<file path="src/rtl/ccm_pkg.sv">
package ccm_pkg;

  localparam int COORD_W   = 24;
  localparam int RADIUS_W  = 23;
  localparam int RSUM_W    = 24;
  localparam int SQ_W      = 48;
  localparam int DSQ_W     = 49;
  localparam int ROOT_W    = 52;
  localparam int DIST_W    = 25;
  localparam int REM_W     = 40;
  localparam int Q_W       = 15;
  localparam int NORM_W    = 16;
  localparam int FRAC_N    = 14;

  localparam int SQRT_STEPS = 26;
  localparam int DIV_STEPS  = 15;
  // back pipe: load, root steps, divide setup, divide steps
  localparam int DIV_SETUP  = SQRT_STEPS + 1;
  localparam int LAST_STAGE = DIV_SETUP + DIV_STEPS;

  localparam int QDEPTH = 4;
  localparam int QPTR_W = $clog2(QDEPTH);

  localparam logic [NORM_W-1:0] NORMAL_ONE = NORM_W'(16384);

  localparam int IN_W  = 144;
  localparam int OUT_W = 64;

  // item handed from front to back through the queue
  typedef struct packed {
    logic                hit;
    logic                sx;
    logic                sy;
    logic [COORD_W-1:0]  ax;
    logic [COORD_W-1:0]  ay;
    logic [RADIUS_W-1:0] r1;
    logic [RSUM_W-1:0]   rsum;
    logic [DSQ_W-1:0]    dist_sq;
  } pair_t;

  // one stage of the back pipe
  typedef struct packed {
    logic                hit;
    logic                sx;
    logic                sy;
    logic [COORD_W-1:0]  ax;
    logic [COORD_W-1:0]  ay;
    logic [RADIUS_W-1:0] r1;
    logic [RSUM_W-1:0]   rsum;
    logic [ROOT_W-1:0]   rx;
    logic [ROOT_W-1:0]   res;
    logic [REM_W-1:0]    remx;
    logic [REM_W-1:0]    remy;
    logic [Q_W-1:0]      qx;
    logic [Q_W-1:0]      qy;
  } stage_t;

endpackage

</file>
<file path="src/rtl/ccm_queue.sv">
module ccm_queue
  import ccm_pkg::*;
(
  input  logic  clk,
  input  logic  rst,
  input  logic  push,
  input  pair_t push_data,
  output logic  full,
  input  logic  pop,
  output pair_t pop_data,
  output logic  empty
);

  pair_t             mem [QDEPTH];
  logic [QPTR_W-1:0] wptr, rptr;
  logic [QPTR_W:0]   count;

  assign full     = count == (QPTR_W+1)'(QDEPTH);
  assign empty    = count == '0;
  assign pop_data = mem[rptr];

  always_ff @(posedge clk) begin
    if (rst) begin
      wptr  <= '0;
      rptr  <= '0;
      count <= '0;
    end else begin
      if (push) wptr <= wptr + 1'b1;
      if (pop)  rptr <= rptr + 1'b1;
      count <= count + (QPTR_W+1)'(push) - (QPTR_W+1)'(pop);
    end
  end

  always_ff @(posedge clk) begin
    if (push) mem[wptr] <= push_data;
  end

endmodule

</file>
<file path="config.mk">
export PLATFORM = sky130hd
export DESIGN_NAME = ccm_queue
export DESIGN_NICKNAME = d
export VERILOG_FILES = /design/src/rtl/ccm_pkg.sv /design/src/rtl/ccm_queue.sv
export SDC_FILE = /design/constraint.sdc
export NUM_CORES = 1
export LEC_CHECK = 0
export BUFFER_PORTS_ARGS = -buffer_cell sky130_fd_sc_hd__buf_2
export CAP_MARGIN = 20
export CORE_MARGIN = 5
export CORE_UTILIZATION = 51
export CTS_CLUSTER_SIZE = 8
export DETAILED_ROUTE_END_ITERATION = 16
export MAX_ROUTING_LAYER = met4
export PLACE_DENSITY = 0.86
export SETUP_SLACK_MARGIN = 0.2
export SLEW_MARGIN = 20
export SYNTH_ARGS = -nofsm -noshare
export SYNTH_HDL_FRONTEND = slang
export SYNTH_SLANG_ARGS = --single-unit
export TNS_END_PERCENT = 50
</file>
<file path="constraint.sdc">
create_clock -name clk -period 5 [get_ports clk]
set_clock_uncertainty 0.1 [all_clocks]
set_input_delay 1 -clock clk [delete_from_list [all_inputs] [get_ports clk]]
set_output_delay 1 -clock clk [all_outputs]
set_load 0.01 [all_outputs]
</file>
Yosys cells after proc, flatten, opt, wreduce, memory -nomap -nowiden
Memory sizes are Yosys's and may differ from the RTL's. A register that Yosys moved wholly into a read port is not among the register bits.
Index checks and enable logic that the tools add are counted.
- bits in registers: 7
- RAM bits: 588
- input bits: 151
- memories: 1
- memory list (memory ; words ; bits a word ; read ports ; clocked after memory_dff ; write ports ; RTL line ; text):
    mem ; 4 ; 147 ; 1 ; 1 ; 1 ; ccm_queue.sv:14 ; pair_t mem [QDEPTH];
- add/subtract/negate cells: 4
- equality and inequality tests: 1
- muxes and demuxes: 4
- reductions and logical operators: 1
- operators by type and width (operator ; number):
    adder 2 x 1 -> 2 bit (second input constant) ; 2
    2-to-1 mux 2 bit ; 2
    adder 3 x 1 -> 3 bit ; 1
    == test 3 bit (second input constant) ; 1
    zero test 3 bit ; 1
    subtractor 3 x 1 -> 3 bit ; 1
    2-to-1 mux 1 bit ; 2

Logic depth before layout (Yosys ltp)
- depth in word-level cells: 3
- depth in mapped cells: 7
- mapped depth without buffers: 7

Worst setup path before layout
No wires, ideal clock.
- path kind: input to register
- start point: input port push
- end point: memory mem[0][0] (netlist bit) (enable)
- data arrival time: 4.356 ns
- slack: 0.020 ns
- stages on the path: 1
- buffers on the path: 0
- path through: and2_1
- word-level cells in the longest chain between the ends: 2
- ends and longest elaborated chain (item ; RTL line ; text):
    start: declaration ; ccm_queue.sv:6 ; input logic push,
    2-to-1 mux 1 bit ; ccm_queue.sv:35 ; if (push) mem[wptr] <= push_data;
    2-to-1 mux 1 bit (implied by the code) ; ccm_queue.sv:35 ;
    end: declaration ; ccm_queue.sv:14 ;
Every way passes these cells.

==> summary.txt <==
Drt
  – DR WL/cell: 25.32 um
  – Drc violations: 0
  – Total number of vias: 9862
  – Final ANT Viol Nets: 0
  – Vias per inst: 5.645
  – DR iter-0 viols: 767
  – Total routed wirelength: 44230 um
  – Pre-antenna DRT Iters: 5

Synthesis
  – Synth Net Count: 968
  – Top cells by area, synth: edfxtp_1 81%, mux4_2 15%, buf_12 1.3%
  – Area leader, netlist: edfxtp_1
  – Register area share after synthesis: 0.8183
  – Netlist cell types: 23
  – Yosys reg bits: 597
  – Share of flip-flops with an asynchronous set or reset: 0
  – Primary FF master, synth: edfxtp_1
  – EDFF count, synth: 588
  – Post-synthesis instance area: 21800 um2
  – Top-area cell type share of the netlist area: 0.8100
  – Yosys warning total: 0
  – Mapped Avg Cell Area: 26.91 um2
  – Gate Count Post-Synth: 810

Timing
  – Final period utilization: 0.7455
  – Worst Max-Slew Pin Slew: 0.9748 ns
  – Fin. max-slew vios: 0
  – Unrepaired setup endpoints after global routing: false
  – Final Critical Period: 3.727 ns
  – Fin Hold WS: 0.4239 ns
  – Setup-failing EPs final: 0
  – Final-report hold violation count: 0
  – Slew headroom: 0.3501
  – Max frequency: 0.2683 GHz
  – Setup Total Neg Slack: 0 ns

Pwr
  – Peak VDD IR: 0.3549 mV
  – Power Density: 450.9 nW/um2
  – Leakage: 8.807 nW

Clocking
  – Post-CTS setup buffers: 0
  – Root Driver: clkbuf_16
  – Longest Clk Path Bufs: 3
  – CTS tree: done
  – Clock Sinks: 597
  – PostCTS Resize Cnt: 0
  – Clock-pin slew on the worst setup and hold paths: 0.05 ns
  – Num CTS Buffers: 84
  – Hold_buf cts: 0
  – Clk_lat worst skew: 0.57 ns
  – H-Tree Depth: 3

Critical path
  – Crit Path Class: flop to primary output
  – Worst path cell trace: buf_4 -> mux4_2 -> buf_2
  – Setup crit start kind: flop
  – CP Capture Type: primary output
  – Worst Path Required: 3.90 ns
  – Crit-path leading delay family: flip-flops
  – Slowest cell on the critical path: dfxtp_4
  – Crit-path max FO: 27
  – Buf/Inv on CP: 2
  – CP max stage delay: 0.74 ns
  – Crit path arrival time: 2.63 ns

Die
  – Initial core utilization: 0.5174
  – Die W: 216.7 um
  – Core Rows: 75
  – Die area: 46980 um2
  – Core Area: 42130 um2
  – Boundary pin count: 300
  – Die Y: 216.7 um

Placement
  – Post-DP Area: 23830 um2
  – PortBufs: 299
  – HPWL after DPL: 26440 um
  – Placer Congestion: 0.7623

Flow run
  – Maxcap violations: 0

Cells and area
  – Layout Nets: 1336
  – Design area: 26090 um2
  – Area Overhead vs Synth: 19.70%
  – Fraction of layout cells with a size suffix above 1: 0.4675

GRT
  – Initial antenna violation count: 8
  – Remaining Overflow, GRT: 0
  – Total Routing Usage GR: 0.1951
  – First-pass GRT wire length: 66830 um
  – Largest net degree at the start of global routing: 89
  – Number of global-route vias before repair: 10894

Min path
  – Hold Path Class: flop to flop

Status
  – Outcome: finished clean
-- through the flow --
step                      total power (W)  utilization  instances  setup slack [ns]
after detailed placement         0.006979       0.5655       1631             1.812
after floorplan                  0.006567            -        810           0.02007
final                             0.01177       0.6193       1747             1.273
after global placement           0.006932       0.5655       1631             1.834
after global routing              0.01222       0.6192       1746             1.064
after CTS                         0.01190       0.6188       1739             1.150
-- metal layers --
layer  global-route usage  up-vias  routed length, um
li1                     -     4243                  -
met1               0.2322     5193              16410
met2               0.3283      362              23720
met3              0.05378       64               3216
met4              0.06296        0                885
met5                    -        -                  0
-- placed cells by master (no fill, tap or decap), drive strengths merged --
cell	netlist	final
edfxtp	588	588
clkinv	0	1
nor3	1	1
nor2	5	5
a21oi	1	1
ha	6	6
xnor2	2	2
clkbuf	2	101
fa	1	1
mux4	147	147
nand3b	1	1
diode	0	8
nor2b	2	2
mux2i	1	1
inv	6	12
and3	1	1
dfxtp	9	9
xor3	1	1
and2	4	4
buf	31	315
a21bo	1	1
-- cells by family (layout without fill, tap and decap cells) --
group                      count (synthesis)  in the layout  synth area share
DFF                                      597            597            0.8183
other                                      0              8                 0
muxes                                    148            148            0.1523
and+or+nand+nor                           14             14          0.003444
AOI/OAI and AO/OA                          2              2         0.0006886
adders and majority gates                  7              7          0.004362
buffers and inverters                     39            429           0.01900
xor gates and xnor gates                   3              3          0.001894
-- worst reg2reg max path: cells and delay by family (launching register included) --
family	cells	cell delay, ns
flops	1	0.34
simple gates	1	0.58
fa+ha+maj	1	0.15
buf+inv	2	0.66
-- final timing paths --
path         slack [ns]            end  depth (start not counted)    start
min                0.42           flop                          2  rptr[1]
min reg2reg        0.42           flop                          2  rptr[1]
max                1.27  pop_data[131]                          3     flop
max reg2reg        2.79    mem[0][115]                          4  wptr[0]
-- synth_stat cells, drive strengths merged, types with 2 or more instances --
cell and n:
ha 6, dfxtp 9, edfxtp 588, and2 4, mux4 147, clkbuf 2
inv 6, xnor2 2, nor2 5, buf 31, nor2b 2
-- report_power, final --
part / total, W / leakage (nW) / switching (W) / internal, W
registers: 0.00586 / 5.48 / 0.0000875 / 0.00577
logic: 0.00102 / 2.23 / 0.000547 / 0.000471
clock network: 0.00489 / 1.10 / 0.00187 / 0.00302
total: 0.0118 / 8.81 / 0.00250 / 0.00926
-- sequential cells by signal (all words and copies together), names as in the netlist, named ones only --
name	cells
mem	588
rptr	2
wptr	2
count	3
-- area by class of cell --
type | instances | area, um2
antenna | 8 | 20.02
clock buffer | 101 | 2187
sequential | 597 | 17840
multi-input combinational | 174 | 3557
tap | 539 | 674.4
fill | 2690 | 16040
timing repair buffer | 315 | 1729
clock inverter | 7 | 57.56
inverter | 6 | 22.52
Power figures use the tool's default switching activity.
