File: src/rtl/ccm_pkg.sv
package ccm_pkg;

  localparam int COORD_W   = 24;
  localparam int RADIUS_W  = 23;
  localparam int RSUM_W    = 24;
  localparam int SQ_W      = 48;
  localparam int DSQ_W     = 49;
  localparam int ROOT_W    = 52;
  localparam int DIST_W    = 25;
  localparam int REM_W     = 40;
  localparam int Q_W       = 15;
  localparam int NORM_W    = 16;
  localparam int FRAC_N    = 14;

  localparam int SQRT_STEPS = 26;
  localparam int DIV_STEPS  = 15;
  // back pipe: load, root steps, divide setup, divide steps
  localparam int DIV_SETUP  = SQRT_STEPS + 1;
  localparam int LAST_STAGE = DIV_SETUP + DIV_STEPS;

  localparam int QDEPTH = 4;
  localparam int QPTR_W = $clog2(QDEPTH);

  localparam logic [NORM_W-1:0] NORMAL_ONE = NORM_W'(16384);

  localparam int IN_W  = 144;
  localparam int OUT_W = 64;

  // item handed from front to back through the queue
  typedef struct packed {
    logic                hit;
    logic                sx;
    logic                sy;
    logic [COORD_W-1:0]  ax;
    logic [COORD_W-1:0]  ay;
    logic [RADIUS_W-1:0] r1;
    logic [RSUM_W-1:0]   rsum;
    logic [DSQ_W-1:0]    dist_sq;
  } pair_t;

  // one stage of the back pipe
  typedef struct packed {
    logic                hit;
    logic                sx;
    logic                sy;
    logic [COORD_W-1:0]  ax;
    logic [COORD_W-1:0]  ay;
    logic [RADIUS_W-1:0] r1;
    logic [RSUM_W-1:0]   rsum;
    logic [ROOT_W-1:0]   rx;
    logic [ROOT_W-1:0]   res;
    logic [REM_W-1:0]    remx;
    logic [REM_W-1:0]    remy;
    logic [Q_W-1:0]      qx;
    logic [Q_W-1:0]      qy;
  } stage_t;

endpackage

File: src/rtl/ccm_front.sv
module ccm_front
  import ccm_pkg::*;
(
  input  logic                clk,
  input  logic                rst,
  input  logic                in_valid,
  output logic                in_ready,
  input  logic [COORD_W-1:0]  first_x,
  input  logic [COORD_W-1:0]  first_y,
  input  logic [RADIUS_W-1:0] first_radius,
  input  logic [COORD_W-1:0]  second_x,
  input  logic [COORD_W-1:0]  second_y,
  input  logic [RADIUS_W-1:0] second_radius,
  input  logic                q_full,
  output logic                q_push,
  output pair_t               q_data
);

  logic                va, vb;
  logic                en;
  logic                a_sx, a_sy, b_sx, b_sy;
  logic [COORD_W-1:0]  a_ax, a_ay, b_ax, b_ay;
  logic [RADIUS_W-1:0] a_r1, b_r1;
  logic [RSUM_W-1:0]   a_rsum, b_rsum;
  logic [SQ_W-1:0]     sqx, sqy, rs2;
  logic [COORD_W:0]    dx, dy;
  logic [DSQ_W-1:0]    dist_sq;

  assign en       = !vb || !q_full;
  assign in_ready = en;

  // coordinate differences
  assign dx = {first_x[COORD_W-1], first_x} - {second_x[COORD_W-1], second_x};
  assign dy = {first_y[COORD_W-1], first_y} - {second_y[COORD_W-1], second_y};

  always_ff @(posedge clk) begin
    if (rst) begin
      va <= 1'b0;
      vb <= 1'b0;
    end else if (en) begin
      va <= in_valid;
      vb <= va;
    end
  end

  // stage A: magnitudes and radius sum
  always_ff @(posedge clk) begin
    if (en) begin
      a_sx   <= dx[COORD_W];
      a_sy   <= dy[COORD_W];
      a_ax   <= dx[COORD_W] ? COORD_W'(-dx) : dx[COORD_W-1:0];
      a_ay   <= dy[COORD_W] ? COORD_W'(-dy) : dy[COORD_W-1:0];
      a_r1   <= first_radius;
      a_rsum <= RSUM_W'(first_radius) + RSUM_W'(second_radius);
    end
  end

  // stage B: squares
  always_ff @(posedge clk) begin
    if (en) begin
      b_sx   <= a_sx;
      b_sy   <= a_sy;
      b_ax   <= a_ax;
      b_ay   <= a_ay;
      b_r1   <= a_r1;
      b_rsum <= a_rsum;
      sqx    <= a_ax * a_ax;
      sqy    <= a_ay * a_ay;
      rs2    <= a_rsum * a_rsum;
    end
  end

  // overlap test on the way into the queue
  assign dist_sq = DSQ_W'(sqx) + DSQ_W'(sqy);
  assign q_push  = vb && !q_full;

  always_comb begin
    q_data.hit     = dist_sq <= DSQ_W'(rs2);
    q_data.sx      = b_sx;
    q_data.sy      = b_sy;
    q_data.ax      = b_ax;
    q_data.ay      = b_ay;
    q_data.r1      = b_r1;
    q_data.rsum    = b_rsum;
    q_data.dist_sq = dist_sq;
  end

endmodule

File: config.mk
export PLATFORM = sky130hd
export DESIGN_NAME = ccm_front
export DESIGN_NICKNAME = d
export VERILOG_FILES = /design/src/rtl/ccm_pkg.sv /design/src/rtl/ccm_front.sv
export SDC_FILE = /design/constraint.sdc
export NUM_CORES = 2
export LEC_CHECK = 0
export BUFFER_PORTS_ARGS = -buffer_cell sky130_fd_sc_hd__clkbuf_2
export CAP_MARGIN = 10
export CELL_PAD_IN_SITES_DETAIL_PLACEMENT = 1
export CELL_PAD_IN_SITES_GLOBAL_PLACEMENT = 1
export CORE_ASPECT_RATIO = 1.2
export CORE_MARGIN = 10
export CORE_UTILIZATION = 23
export CTS_CLUSTER_SIZE = 28
export DETAILED_ROUTE_END_ITERATION = 7
export GPL_ROUTABILITY_DRIVEN = 0
export PLACE_DENSITY = 0.41
export SETUP_SLACK_MARGIN = 0.5
export SLEW_MARGIN = 25
export SYNTH_ARGS = -nofsm -noshare
export SYNTH_HDL_FRONTEND = slang
export SYNTH_SLANG_ARGS = --single-unit
File: constraint.sdc
create_clock -name clk -period 9.7 [get_ports clk]
set_input_delay 0.97 -clock clk [delete_from_list [all_inputs] [get_ports clk]]
set_output_delay 0.97 -clock clk [all_outputs]
set_load 0.05 [all_outputs]
======== Word level (Yosys, flattened, before mapping) ========
Cells that the tools add are included.
word-level totals
  logic and storage cells ................. 33
  flip-flop bits (word level) ............. 340
  output and inout port bits .............. 149
operators by class
  $lt $le $gt $ge ......................... 1
  multiply operators ...................... 3
  mux-type cells .......................... 2
  reduce and logical (&&, ||, !) cells .... 4
  add/sub/neg operators ................... 6
operators by type and width
  kind                 number
  $mul A24 B24 Y48     3
  $sub A24 B24 Y25     2
  $add A48 B48 Y49     1
  $le A49 B48 Y1       1
  $mux W24             2
  $neg A24 Y24         2
  $add A23 B23 Y24     1
  $logic_not A1 Y1     2
  $logic_and A1 B1 Y1  1
  $logic_or A1 B1 Y1   1

======== Logic depth before layout (Yosys ltp) ========
  depth in word-level cells ............... 3
  depth in mapped cells ................... 29

======== Least setup slack after synthesis ========
No wires, ideal clock.
  path kind ............................... input to output
  start point ............................. input q_full
  end point ............................... output in_ready
  data arrival time ....................... 8,232 ps
  required time ........................... 8,730 ps
  buffers on the path ..................... 0
  path slack .............................. 498 ps
  stages on the path ...................... 1
  path through ............................ nand2_1
on the way
  cells in the longest elaborated chain, start to end .. 2
RTL lines
  item                line             text
  start: declaration  ccm_front.sv:14  input logic q_full,
  $logic_not A1 Y1    ccm_front.sv:29  assign en = !vb || !q_full;
  $logic_or A1 B1 Y1  ccm_front.sv:29
  end: declaration    ccm_front.sv:7   output logic in_ready,
No other way between the ends.

==> out/qor.yml <==
routedWlPerCell_microns: 19.1
timing.hold.ws_ns: 0.416
use_met2_pct: 25.2
htreeDepth: 2
hold_buffers: 0
fin_worst_skew_ns: 0.0596
path_clk_slew_ns: 0.06
timing.fmax_mhz: 117
finalHoldViolCount: 0
drc: 0
ios: 295
die_w_microns: 510
async_reset_ff_share_pct: 0
yosysUniqueCellTypes: 83
syn_nets: 8940
avgSynthCellArea_sq_um: 9.70
relSlewSlack_pct: 35.6
cts_tree: "built"
die_h_microns: 608
vias_per_cell: 4.16
cts_sinks: 334
crit_path_max_fanout: 4
ctsLongestPathBuffers: 3
yosysWarnings: 0
synth_edf_count: 332
fin_crit_sh_pct: 88.1
synthTopCellsByArea: "fa_1 38%, edfxtp_1 15%, ha_1 13%, inv_1 11%, nand2_1 3.3%"
slew_viol_final: 0
root_buffer: "clkbuf_16"
end_kind: "primary output"
hold_path_class: "reg2reg"
clk-insertion-delay-late_ns: 0.70
cp-start-kind: "flop"
grt.busiest_layer: "met2"
synth_top_area_share_pct: 38.3
gr-total-overflow: 0
grt_util_met3_pct: 1.69
finalSetupTns_ns: 0
status: "complete, no violations"
worstPathArrival_ns: 7.58
initial_core_util_pct: 23.1
grt_max_degree: 121
drv_cap: 0
setup_violations: 0
areaGrowthSynthToFinish_pct: 12.2
rows: 215
numPortBuffers: 294
grt_use_total_pct: 13.7
fin_nets: 9205
drive_above_1_share_pct: 7.32
grt_pass1_vias: 53700
drt_iter0_drc: 1503
dr.pass1.iters: 5
syn-cell-area_sq_um: 66300
totalWireLength_microns: 209000
grt_pass1_wl_microns: 326000
ys_ff_latch: 334
core_sq_um: 286000
vias: 45500
ant_nets: 0
critical_path_required_ns: 8.73
crit_type: "reg2out"
ys_seq_area_share_pct: 15.1
worst_pin_slew_ns: 0.967
layout_min_cycle_time_ns: 8.55
synth_ff_type: "edfxtp_1"
grt_use_met1_pct: 16.8
dieArea_sq_um: 310000
postCtsSetupBuffers: 0
dp_hpwl_microns: 180000
rsz0062_at_grt: "false"
synth_cells: 6831
antenna_found_initial: 21
yosysTopAreaCell: "fa_1"
cts_buffers: 48
[sequential cells by signal (all words and copies together) (netlist names)]
signal / cells
a_ax: 24
a_ay: 24
a_r1: 23
a_rsum: 24
a_sx: 1
a_sy: 1
b_ax: 24
b_ay: 24
b_r1: 23
b_rsum: 24
b_sx: 1
b_sy: 1
rs2: 46
sqx: 46
sqy: 46
va: 1
vb: 1
[placed cells by master (no fill, tap or decap), types with 45 or more instances in the layout]
cell type,Yosys,final
nand2_1,590,589
clkbuf_2,0,294
nor2_1,172,172
and2_1,348,348
a21o_1,127,127
clkbuf_16,0,48
edfxtp_1,332,332
ha_1,694,694
buf_4,5,94
xor2_1,80,77
fa_1,1269,1269
o21ai_0,119,118
nor2b_1,45,45
xnor2_1,208,201
nand3_1,56,56
a21oi_1,237,237
inv_1,1918,1918
[Yosys cell counts, types with 5 or more instances]
master and number:
inv_1 1918, fa_1 1269, ha_1 694, nand2_1 590, and2_1 348, edfxtp_1 332, a21oi_1 237, xnor2_1 208
nor2_1 172, clkbuf_1 164, a21o_1 127, o21ai_0 119, xor2_1 80, nand3_1 56, nor2b_1 45, nand4_1 40
nor3_1 37, o21a_1 36, nand2b_1 30, o21bai_1 29, a211oi_1 26, o31ai_1 24, a31oi_1 21, and3_1 21
or2_2 19, or3_1 18, o211ai_1 11, o31a_1 10, a2111oi_0 6, a211o_1 6, a21boi_0 6, o21ai_1 6
a221oi_1 5, a41o_1 5, a41oi_1 5, buf_4 5, nor4_1 5, o2111ai_1 5
[cells by family after synthesis]
| kind of cell | count (synthesis) | share of synthesized area, % |
|---|---|---|
| simple gates | 1410 | 10.4 |
| fa+ha+maj | 1963 | 51.5 |
| buf+inv | 2093 | 11.9 |
| flops | 334 | 15.1 |
| compound gates | 735 | 7.24 |
| mux | 8 | 0.128 |
| xor+xnor | 288 | 3.81 |
[stage by stage]
step	cells	area (sq um)	setup slack, ns	utilization (%)
floorplan	6831	66300	2.11	-
global placement	10800	72600	1.07	25.4
detailed placement	10800	72600	1.06	25.4
CTS	10900	74300	0.637	25.9
global route	10900	74300	0.532	26.0
finish	10900	74300	1.15	26.0
[per-layer routing]
metal	part of all wire (%)	up-vias
met3	3.3	163
met5	0.0034	-
met4	2.5	2
met2	52	473
met1	42	23500
li1	-	21400
[worst paths after layout]
| kind | start | to | slack, ns | cells after the start |
|---|---|---|---|---|
| worst max-delay path | sqy[4] | q_data[146] | 1.15 | 22 |
| worst min-delay path | a_r1[15] | b_r1[15] | 0.42 | 0 |
| worst max register to register | a_ay[8] | sqy[46] | 1.16 | 25 |
| worst min register to register | a_r1[15] | b_r1[15] | 0.42 | 0 |
[area by class of cell]
cell class / count / area [sq um]
clock inverter: 35 / 409
clock buffer: 52 / 1220
multi-input combinational: 4404 / 48500
timing repair buffer: 390 / 2220
inverter: 1918 / 7200
tap: 3797 / 4750
fill: 33000 / 212000
sequential: 334 / 10000
antenna: 7 / 17.5
[worst max-delay path: stages (launching register included)]
cell and delay, ns:
edfxtp_1 0.42, ha_1 0.36, o21ai_0 0.40, nor4_1 0.12, or2_2 0.34, o2111ai_1 0.34
a21oi_1 0.25, o31ai_1 0.52, o21ai_0 0.35, a41oi_1 0.58, inv_1 0.15, a41o_1 0.28
xor2_1 0.60, ha_1 0.36, nand4_1 0.16, nor2_1 0.06, a21oi_1 0.30, nand2b_1 0.10
a21oi_1 0.12, o311ai_0 0.18, and3_1 0.21, nor3_2 0.34, clkbuf_2 0.37
[repair_timing]
| item | CTS | global route |
|---|---|---|
| endpoints found under the hold margin | 0 | 0 |
| resized for setup | 0 | 2 |
| endpoints found under the setup margin | 0 | 1 |
Power is not shown: default switching activity piles up to over one toggle a cycle in this logic, so the estimate is an artifact.
